<file path="src/rtl/les_pkg.sv">
package les_pkg;

  // Field widths
  localparam int FLOOR_W   = 5;
  localparam int REQ_W     = 6;
  localparam int OP_W      = 2;
  localparam int STATUS_W  = 3;
  localparam int S_TDATA_W = 8;
  localparam int M_TDATA_W = 8;

  // Sizing
  localparam int FLOOR_SLOTS    = 32;
  localparam int QUEUE_DEPTH    = 16;
  localparam int MAX_RESULTS    = 16;
  localparam int CMD_FIFO_DEPTH = 2;

  localparam logic [FLOOR_W-1:0] MAX_FLOOR     = 5'd16;
  localparam logic [FLOOR_W-1:0] FLOORS_RESET  = 5'd16;
  localparam logic [FLOOR_W-1:0] GROUND_FLOOR  = 5'd1;

  // Input op codes
  localparam logic [OP_W-1:0] OP_REQUEST = 2'd0;
  localparam logic [OP_W-1:0] OP_SERVE   = 2'd1;
  localparam logic [OP_W-1:0] OP_EMERG   = 2'd2;

  // Result status codes
  localparam logic [STATUS_W-1:0] ST_ACCEPTED = 3'd0;
  localparam logic [STATUS_W-1:0] ST_HERE     = 3'd1;
  localparam logic [STATUS_W-1:0] ST_INVALID  = 3'd2;
  localparam logic [STATUS_W-1:0] ST_QUEUED   = 3'd3;
  localparam logic [STATUS_W-1:0] ST_FULL     = 3'd4;
  localparam logic [STATUS_W-1:0] ST_ARRIVED  = 3'd5;
  localparam logic [STATUS_W-1:0] ST_EMPTY    = 3'd6;

  // Command kinds handed from front to back
  typedef logic [1:0] kind_t;
  localparam kind_t KIND_REQ   = 2'd0;
  localparam kind_t KIND_SERVE = 2'd1;
  localparam kind_t KIND_EMERG = 2'd2;

  typedef struct packed {
    kind_t            kind;
    logic             in_range;
    logic [REQ_W-1:0] floor;
  } cmd_t;

  typedef struct packed {
    logic [STATUS_W-1:0] status;
    logic [FLOOR_W-1:0]  floor;
    logic                last;
  } result_t;

endpackage

</file>
<file path="src/rtl/les_front.sv">
module les_front (
  input  logic                            clk,
  input  logic                            rst,
  input  logic                            s_tvalid,
  output logic                            s_tready,
  input  logic [les_pkg::S_TDATA_W-1:0]   s_tdata,
  input  logic [les_pkg::OP_W-1:0]        s_tuser,
  input  logic                            cfg_valid,
  output logic                            cfg_ready,
  input  logic [les_pkg::FLOOR_W-1:0]     cfg_data,
  output logic                            cmd_valid,
  input  logic                            cmd_ready,
  output les_pkg::cmd_t                   cmd
);
  import les_pkg::*;

  logic [FLOOR_W-1:0] floors_in_use;
  logic [FLOOR_W-1:0] limit;
  logic [REQ_W-1:0]   req_floor;
  logic               known;
  cmd_t               cmd_next;

  // Take register writes at any time
  assign cfg_ready = 1'b1;

  always_ff @(posedge clk) begin
    if (rst) begin
      floors_in_use <= FLOORS_RESET;
    end else if (cfg_valid) begin
      floors_in_use <= cfg_data;
    end
  end

  // Classify the incoming word
  assign req_floor = s_tdata[REQ_W-1:0];
  assign limit     = (floors_in_use < MAX_FLOOR) ? floors_in_use : MAX_FLOOR;

  always_comb begin
    known             = 1'b1;
    cmd_next.kind     = KIND_REQ;
    cmd_next.floor    = req_floor;
    cmd_next.in_range = (req_floor != '0) && (req_floor <= {1'b0, limit});
    case (s_tuser)
      OP_REQUEST: cmd_next.kind = KIND_REQ;
      OP_SERVE:   cmd_next.kind = KIND_SERVE;
      OP_EMERG:   cmd_next.kind = KIND_EMERG;
      default:    known = 1'b0;
    endcase
  end

  // Hold one classified command; drop undefined ops here
  assign s_tready = !cmd_valid || cmd_ready;

  always_ff @(posedge clk) begin
    if (rst) begin
      cmd_valid <= 1'b0;
    end else if (s_tready) begin
      cmd_valid <= s_tvalid && known;
    end
  end

  always_ff @(posedge clk) begin
    if (s_tready && s_tvalid) begin
      cmd <= cmd_next;
    end
  end

endmodule

</file>
<file path="src/rtl/les_fifo.sv">
module les_fifo (
  input  logic          clk,
  input  logic          rst,
  input  logic          push_valid,
  output logic          push_ready,
  input  les_pkg::cmd_t push_cmd,
  output logic          pop_valid,
  input  logic          pop_ready,
  output les_pkg::cmd_t pop_cmd
);
  import les_pkg::*;

  localparam int PTR_W = (CMD_FIFO_DEPTH > 1) ? $clog2(CMD_FIFO_DEPTH) : 1;
  localparam int CNT_W = $clog2(CMD_FIFO_DEPTH + 1);

  cmd_t             slots [CMD_FIFO_DEPTH];
  logic [PTR_W-1:0] wr_ptr;
  logic [PTR_W-1:0] rd_ptr;
  logic [CNT_W-1:0] count;
  logic             do_push;
  logic             do_pop;

  assign push_ready = (count != CNT_W'(CMD_FIFO_DEPTH));
  assign pop_valid  = (count != '0);
  assign pop_cmd    = slots[rd_ptr];
  assign do_push    = push_valid && push_ready;
  assign do_pop     = pop_valid && pop_ready;

  // Advance pointers and occupancy
  always_ff @(posedge clk) begin
    if (rst) begin
      wr_ptr <= '0;
      rd_ptr <= '0;
      count  <= '0;
    end else begin
      if (do_push) begin
        wr_ptr <= (wr_ptr == PTR_W'(CMD_FIFO_DEPTH - 1)) ? '0 : wr_ptr + 1'b1;
      end
      if (do_pop) begin
        rd_ptr <= (rd_ptr == PTR_W'(CMD_FIFO_DEPTH - 1)) ? '0 : rd_ptr + 1'b1;
      end
      if (do_push && !do_pop) begin
        count <= count + 1'b1;
      end else if (do_pop && !do_push) begin
        count <= count - 1'b1;
      end
    end
  end

  always_ff @(posedge clk) begin
    if (do_push) begin
      slots[wr_ptr] <= push_cmd;
    end
  end

endmodule

</file>
<file path="src/rtl/les_back.sv">
module les_back #(
  parameter int QueueDepth = les_pkg::QUEUE_DEPTH
) (
  input  logic             clk,
  input  logic             rst,
  input  logic             cmd_valid,
  output logic             cmd_ready,
  input  les_pkg::cmd_t    cmd,
  output logic             res_valid,
  input  logic             res_ready,
  output les_pkg::result_t res
);
  import les_pkg::*;

  localparam int CNT_W = $clog2(QueueDepth + 1);
  localparam int ARR_W = $clog2(MAX_RESULTS);
  localparam logic [FLOOR_SLOTS-1:0] ONES = '1;

  localparam logic S_IDLE  = 1'b0;
  localparam logic S_SERVE = 1'b1;

  // Lowest set bit of a floor mask, as a floor number
  function automatic logic [FLOOR_W-1:0] low_index(input logic [FLOOR_SLOTS-1:0] v);
    logic [FLOOR_SLOTS-1:0] iso;
    logic [FLOOR_W-1:0]     idx;
    iso = v & (~v + 1'b1);
    idx = '0;
    for (int i = 0; i < FLOOR_SLOTS; i++) begin
      idx = idx | ({FLOOR_W{iso[i]}} & FLOOR_W'(i));
    end
    return idx;
  endfunction

  // Highest set bit, through a bit reversal
  function automatic logic [FLOOR_W-1:0] high_index(input logic [FLOOR_SLOTS-1:0] v);
    logic [FLOOR_SLOTS-1:0] r;
    for (int i = 0; i < FLOOR_SLOTS; i++) begin
      r[i] = v[FLOOR_SLOTS-1-i];
    end
    return FLOOR_W'(FLOOR_SLOTS - 1) - low_index(r);
  endfunction

  logic                   state;
  logic [FLOOR_SLOTS-1:0] stops;
  logic [CNT_W-1:0]       stop_count;
  logic [FLOOR_W-1:0]     car_floor;
  logic                   going_down;
  logic [ARR_W-1:0]       arr_cnt;

  logic                   out_free;
  logic                   res_load;
  logic [FLOOR_SLOTS-1:0] up_mask;
  logic [FLOOR_SLOTS-1:0] dn_mask;
  logic                   up_found;
  logic                   dn_found;
  logic [FLOOR_W-1:0]     up_idx;
  logic [FLOOR_W-1:0]     dn_idx;
  logic [FLOOR_W-1:0]     next_stop;
  logic                   going_down_next;
  logic [FLOOR_SLOTS-1:0] stops_next;
  logic                   last_arr;
  logic [FLOOR_W-1:0]     req_floor;
  logic [STATUS_W-1:0]    req_status;

  assign out_free  = !res_valid || res_ready;
  assign cmd_ready = (state == S_IDLE) && out_free;

  // Find the nearest stop each way
  assign up_mask  = stops & ((ONES << car_floor) << 1);
  assign dn_mask  = stops & ~(ONES << car_floor);
  assign up_found = |up_mask;
  assign dn_found = |dn_mask;
  assign up_idx   = low_index(up_mask);
  assign dn_idx   = high_index(dn_mask);

  // Pick the next stop under the LOOK rule
  always_comb begin
    next_stop       = car_floor;
    going_down_next = going_down;
    if (stops[car_floor]) begin
      next_stop = car_floor;
    end else if (going_down) begin
      if (dn_found) begin
        next_stop = dn_idx;
      end else begin
        next_stop       = up_idx;
        going_down_next = 1'b0;
      end
    end else begin
      if (up_found) begin
        next_stop = up_idx;
      end else begin
        next_stop       = dn_idx;
        going_down_next = 1'b1;
      end
    end
    stops_next            = stops;
    stops_next[next_stop] = 1'b0;
  end

  assign last_arr = (stop_count == CNT_W'(1)) || (arr_cnt == ARR_W'(MAX_RESULTS - 1));

  // Check a request in priority order
  assign req_floor = cmd.floor[FLOOR_W-1:0];

  always_comb begin
    if (cmd.floor == {1'b0, car_floor}) begin
      req_status = ST_HERE;
    end else if (!cmd.in_range) begin
      req_status = ST_INVALID;
    end else if (stops[req_floor]) begin
      req_status = ST_QUEUED;
    end else if (stop_count >= CNT_W'(QueueDepth)) begin
      req_status = ST_FULL;
    end else begin
      req_status = ST_ACCEPTED;
    end
  end

  // Flag the cycles that load a result word
  always_comb begin
    case (state)
      S_IDLE: begin
        res_load = cmd_valid && cmd_ready &&
                   ((cmd.kind == KIND_REQ) ||
                    ((cmd.kind == KIND_SERVE) && (stop_count == '0)));
      end
      S_SERVE: begin
        res_load = out_free;
      end
      default: begin
        res_load = 1'b0;
      end
    endcase
  end

  // Execute commands and load the output register
  always_ff @(posedge clk) begin
    if (rst) begin
      state      <= S_IDLE;
      res_valid  <= 1'b0;
      stops      <= '0;
      stop_count <= '0;
      car_floor  <= GROUND_FLOOR;
      going_down <= 1'b0;
      arr_cnt    <= '0;
    end else begin
      if (res_load) begin
        res_valid <= 1'b1;
      end else if (res_valid && res_ready) begin
        res_valid <= 1'b0;
      end
      case (state)
        S_IDLE: begin
          if (cmd_valid && cmd_ready) begin
            case (cmd.kind)
              KIND_REQ: begin
                res.status <= req_status;
                res.floor  <= req_floor;
                res.last   <= 1'b1;
                if (req_status == ST_ACCEPTED) begin
                  stops[req_floor] <= 1'b1;
                  stop_count       <= stop_count + 1'b1;
                end
              end
              KIND_SERVE: begin
                if (stop_count == '0) begin
                  res.status <= ST_EMPTY;
                  res.floor  <= car_floor;
                  res.last   <= 1'b1;
                end else begin
                  state   <= S_SERVE;
                  arr_cnt <= '0;
                end
              end
              KIND_EMERG: begin
                car_floor <= GROUND_FLOOR;
              end
              default: begin
              end
            endcase
          end
        end
        S_SERVE: begin
          if (out_free) begin
            res.status <= ST_ARRIVED;
            res.floor  <= next_stop;
            res.last   <= last_arr;
            car_floor  <= next_stop;
            going_down <= going_down_next;
            stops      <= stops_next;
            stop_count <= stop_count - 1'b1;
            arr_cnt    <= arr_cnt + 1'b1;
            if (last_arr) begin
              state <= S_IDLE;
            end
          end
        end
        default: begin
          state <= S_IDLE;
        end
      endcase
    end
  end

endmodule

</file>
<file path="src/rtl/look_elevator_scheduler.sv">
// Channel  Dir  Signals                        Fields (lowest bit up)
// s        in   s_tvalid s_tready s_tdata      tdata: floor[5:0]; tuser: op[1:0]
//               s_tuser
// m        out  m_tvalid m_tready m_tdata      tdata: floor_res[4:0]; tuser: status[2:0];
//               m_tuser m_tlast                tlast: last
// cfg      in   cfg_valid cfg_ready cfg_data   data: floors_in_use[4:0]
//
// A request or emergency is executed in the idle state; a serve enters the serve state
// and makes its arrivals there (up to 16), each one paced by the m side.
// Input words pass a classify register and a two-entry command queue before the
// executor, which registers each result word; a serve dispatches before its first arrival.
// rst is synchronous: empty stop set, car on floor 1, heading up, 16 floors.
// A stalled m side holds the executor; the front keeps filling the queue.
module look_elevator_scheduler #(
  parameter int QUEUE_DEPTH = les_pkg::QUEUE_DEPTH
) (
  input  logic                            clk,
  input  logic                            rst,
  input  logic                            s_tvalid,
  output logic                            s_tready,
  input  logic [les_pkg::S_TDATA_W-1:0]   s_tdata,   // floor[5:0], zero above
  input  logic [les_pkg::OP_W-1:0]        s_tuser,   // op[1:0]
  output logic                            m_tvalid,
  input  logic                            m_tready,
  output logic [les_pkg::M_TDATA_W-1:0]   m_tdata,   // floor_res[4:0], zero above
  output logic [les_pkg::STATUS_W-1:0]    m_tuser,   // status[2:0]
  output logic                            m_tlast,
  input  logic                            cfg_valid,
  output logic                            cfg_ready,
  input  logic [les_pkg::FLOOR_W-1:0]     cfg_data
);
  import les_pkg::*;

  logic    front_valid;
  logic    front_ready;
  cmd_t    front_cmd;
  logic    queue_valid;
  logic    queue_ready;
  cmd_t    queue_cmd;
  result_t res;

  les_front u_front (
    .clk       (clk),
    .rst       (rst),
    .s_tvalid  (s_tvalid),
    .s_tready  (s_tready),
    .s_tdata   (s_tdata),
    .s_tuser   (s_tuser),
    .cfg_valid (cfg_valid),
    .cfg_ready (cfg_ready),
    .cfg_data  (cfg_data),
    .cmd_valid (front_valid),
    .cmd_ready (front_ready),
    .cmd       (front_cmd)
  );

  les_fifo u_fifo (
    .clk        (clk),
    .rst        (rst),
    .push_valid (front_valid),
    .push_ready (front_ready),
    .push_cmd   (front_cmd),
    .pop_valid  (queue_valid),
    .pop_ready  (queue_ready),
    .pop_cmd    (queue_cmd)
  );

  les_back #(
    .QueueDepth (QUEUE_DEPTH)
  ) u_back (
    .clk       (clk),
    .rst       (rst),
    .cmd_valid (queue_valid),
    .cmd_ready (queue_ready),
    .cmd       (queue_cmd),
    .res_valid (m_tvalid),
    .res_ready (m_tready),
    .res       (res)
  );

  // Pack the result word
  assign m_tdata = {{(M_TDATA_W - FLOOR_W){1'b0}}, res.floor};
  assign m_tuser = res.status;
  assign m_tlast = res.last;

endmodule

</file>
<file path="config.mk">
export PLATFORM = sky130hd
export DESIGN_NAME = look_elevator_scheduler
export DESIGN_NICKNAME = d
export VERILOG_FILES = /design/src/rtl/les_pkg.sv /design/src/rtl/les_front.sv /design/src/rtl/les_fifo.sv /design/src/rtl/les_back.sv /design/src/rtl/look_elevator_scheduler.sv
export SDC_FILE = /design/constraint.sdc
export NUM_CORES = 1
export LEC_CHECK = 0
export BUFFER_PORTS_ARGS = -buffer_cell sky130_fd_sc_hd__buf_2
export CAP_MARGIN = 10
export CELL_PAD_IN_SITES_DETAIL_PLACEMENT = 1
export CELL_PAD_IN_SITES_GLOBAL_PLACEMENT = 1
export CORE_ASPECT_RATIO = 1.75
export CORE_UTILIZATION = 35
export CTS_BUF_LIST = sky130_fd_sc_hd__clkbuf_4 sky130_fd_sc_hd__clkbuf_8
export DETAILED_ROUTE_END_ITERATION = 10
export PLACE_DENSITY_LB_ADDON = 0.1
export SLEW_MARGIN = 20
export SYNTH_ARGS = -nofsm -noshare
export SYNTH_HDL_FRONTEND = slang
export SYNTH_HIERARCHICAL = 1
export SYNTH_SLANG_ARGS = --single-unit
</file>
<file path="constraint.sdc">
create_clock -name clk -period 3.2 [get_ports clk]
set_input_delay 0.32 -clock clk [delete_from_list [all_inputs] [get_ports clk]]
set_output_delay 0.32 -clock clk [all_outputs]
set_load 0.05 [all_outputs]
</file>
==> metrics <==
Routed Antenna Nets 0; largest family of logic cells by synthesized area compound AO/OA/AOI/OAI gates; Endpoint, Worst Hold u_front/cmd[2]; final worst slack -351 ps; sequential-to-total area share from yosys stat 0.322; result of the run finished, violations left; non-filler cells, final 1372; EDFF count, synth 36; RSZ-0062 raised after global routing yes; Clock Latency Late Sink roughly 380 ps; commonest non-fill, non-tap cell in the layout buf_4; gp weighted congestion 0.927; ys flop type dfxtp_1; # clock sinks 96; Fmax 282 MHz; failing checks setup timing; Crit Path Max Fanout 7; nets 1153; post-route cell area between 10000 and 15000 µm²; CTS tree built; Worst path max stage delay approximately 400 ps; Yosys reg bits 96; R2R Path Start u_back/car_floor[1]; hpwl dp between 20000 and 30000 µm; Die ar. roughly 21000 µm²; Mean Syn Cell Area between 8 and 9 µm²; Critical Path RT approximately 3400 ps; Worst Max-Slew Pin Slew 766 ps; Post-Synth XOR/XNOR Area 0.0173; setup violators final 39; Slew Limit Fails 0; CP Class flop to flop; Total GRT Usage 0.348; CP bufs+invs 7; max_slew headroom 0.485; LEAKAGE 0.00458 µW; DR pass1 iterations 5; row cnt 68; crit-path most repeated cell buf_4; first-pass GRT wire length 52600 µm; Initial Utilization 0.358; share of cells above drive strength 1 0.505; hold_sp s_tdata[2]; number of global-route vias before repair roughly 9000; Compound-Gate Fraction of Synth Area 0.273; mapped cell area 7090 µm²; Synth Warn # 6; Crit path max-delay family buffers and inverters; vias per std cell 6.06; total number of vias 8311; DR WL/cell between 20 and 30 µm; area delta synth->final 58.8%; Die X 110 µm; Ports 35; Setup crit start u_back/car_floor[1]; max cap viols 0; worst hold-check path type input pin to flop; Synth Instances slightly below 800; clock transition at the registers of the reported paths ~100 ps; crit-path cells buf_8 > buf_6 > a211o_1 > a31o_1 > buf_4 > nor3_4 > buf_4 > nand4_1 > nor2_1 > a2111oi_2 > buf_4 > a32oi_4 > a31oi_4 > buf_6 > nor3b_4 > buf_4 > a211oi_2; Crit. End Element flop; Critical Path AT 3780 ps; H-tree levels 3; dpl ws -843 ps; post-synthesis adder-cell area fraction 0.0194; DRC 0; number of placed instances, taps included 1309; initial antenna violation count 0; multiplexer share of the synthesized area 0.0851; FF-to-FF End u_back/stops[26]; global route total overflow 0; Placed Area 9590 µm²; worst-case clock buffer depth 2; Hold Buf Count CTS 0; R2R depth 17; Final Cycle Share 1.11; ant diodes 0; Total Power between 3000 and 4000 µW; R2R Setup Slk -350 ps; simple-gate portion of the synthesized area 0.225; Worst Skew 9.65 ps; min Tclk post-route 3550 ps; CTS buffer count 9; Root Driver clkbuf_8; initial drt markers 416; Max VDD drop 472 µV; Worst setup SP type flop; CP max stage cell dfxtp_4; Distinct cells, synth 98; most frequent cells in the layout buf_4 (287), a21oi_1 (61), dfxtp_1 (54), nor2_1 (50), nand2_1 (49); Final Hold Vio Count 0; Die Y approximately 190 µm; hold path depth 1; IO buf count 28; asr flop ratio synth 0; WL final 35800 µm; Core Region ~20000 µm²; PD cells between 300 and 400 nW/µm²; largest net degree at the start of global routing 60
==> Yosys cell counts (8+ instances only) <==
| cell type | instances | area (µm²) |
|---|---|---|
| o21ai_0 | 34 | 170 |
| nand2b_1 | 8 | 50.1 |
| ha_1 | 11 | 138 |
| buf_2 | 22 | 110 |
| buf_4 | 11 | 82.6 |
| edfxtp_1 | 36 | 1080 |
| o21ai_1 | 8 | 40.0 |
| nand2_1 | 56 | 210 |
| and2_1 | 11 | 68.8 |
| mux2_2 | 10 | 113 |
| mux4_2 | 16 | 360 |
| nand3_1 | 24 | 120 |
| nor2_1 | 57 | 214 |
| o211ai_1 | 11 | 82.6 |
| dfxtp_1 | 60 | 1200 |
| nor2b_1 | 17 | 106 |
| inv_1 | 21 | 78.8 |
| a211oi_1 | 27 | 203 |
| clkbuf_1 | 13 | 48.8 |
| a31oi_1 | 8 | 50.1 |
| nor3_1 | 19 | 95.1 |
| and3_1 | 10 | 62.6 |
| a21oi_1 | 68 | 340 |
| mux2i_1 | 13 | 130 |
| o21a_1 | 10 | 75.1 |
| nand4_1 | 14 | 87.6 |
==> how the worst max path moves through the flow <==
| stage | cells past startpoint | to | slack [ps] |
|---|---|---|---|
| 3_3_place_gp | 14 | u_back/stops[31] | -710 |
| 4_1_cts | 14 | u_back/stops[24] | -220 |
| 2_1_floorplan | 14 | u_back/stops[11] | 4 |
| 6_report | 17 | u_back/stops[26] | -350 |
| 5_1_grt | 14 | u_back/stops[9] | -420 |
| 3_5_place_dp | 14 | u_back/stops[19] | -840 |
==> flip-flops by register name (all words and copies together) (netlist names), 2 cells and up, named ones only <==
| signal | count |
|---|---|
| u_front/cmd | 9 |
| u_back/arr_cnt | 4 |
| u_back/car_floor | 5 |
| u_front/floors_in_use | 5 |
| u_fifo/count | 2 |
| u_back/stop_count | 5 |
| u_back/stops | 32 |
| u_back/res | 9 |
| u_fifo/slots | 18 |
==> layout make-up <==
cell class | instances | area [µm²]
fillers | 2268 | 8570
repair buffers | 372 | 3080
well taps | 245 | 307
clock inverters | 7 | 53.8
inverters | 22 | 86.3
clock buffers | 9 | 124
flip-flops and latches | 96 | 2300
multi-input cells | 621 | 5310
==> worst register-to-register path: stages (launching register included) <==
cell,delay (ps)
dfxtp_4,400
buf_8,160
buf_6,120
a211o_1,270
a31o_1,240
buf_4,150
nor3_4,180
buf_4,150
nand4_1,150
nor2_1,310
a2111oi_2,80
buf_4,160
a32oi_4,240
a31oi_4,100
buf_6,200
nor3b_4,240
buf_4,170
a211oi_2,70
==> timing repair <==
item                       4_1_cts  5_1_grt
cloned                           0        2
setup endpoints to repair       43       47
setup buffers                   23       26
pin swaps                       43       46
resized for setup              158       75
==> cells by family (layout without fill, tap and decap cells) <==
kind of cell / after synthesis / count (layout)
AO/OA/AOI/OAI: 270 / 270
XOR/XNOR: 14 / 14
adder cells (fa/ha/maj): 11 / 11
buffers and inverters: 80 / 410
flip-flops: 96 / 96
multiplexers: 39 / 41
other: 2 / 4
AND/OR/NAND/NOR: 281 / 281
==> stage by stage <==
stage	hold slack (ps)	util	setup TNS, ps
after floorplan	389	-	0
after CTS	133	0.540	-5910
after global routing	133	0.568	-13050
after detailed placement	443	0.484	-24790
final	145	0.568	-9900
after global placement	424	0.484	-21640
==> power breakdown <==
part           switching [µW]  internal (µW)
clock network             437            288
logic                    1010            789
registers                60.2           1370
==> layer usage <==
metal	wire length, µm	GRT usage
met1	11200	0.313
met4	3600	0.314
met2	19500	0.636
met5	0	0
met3	1490	0.0660
No activity file was read; power rests on OpenSTA's default activity.
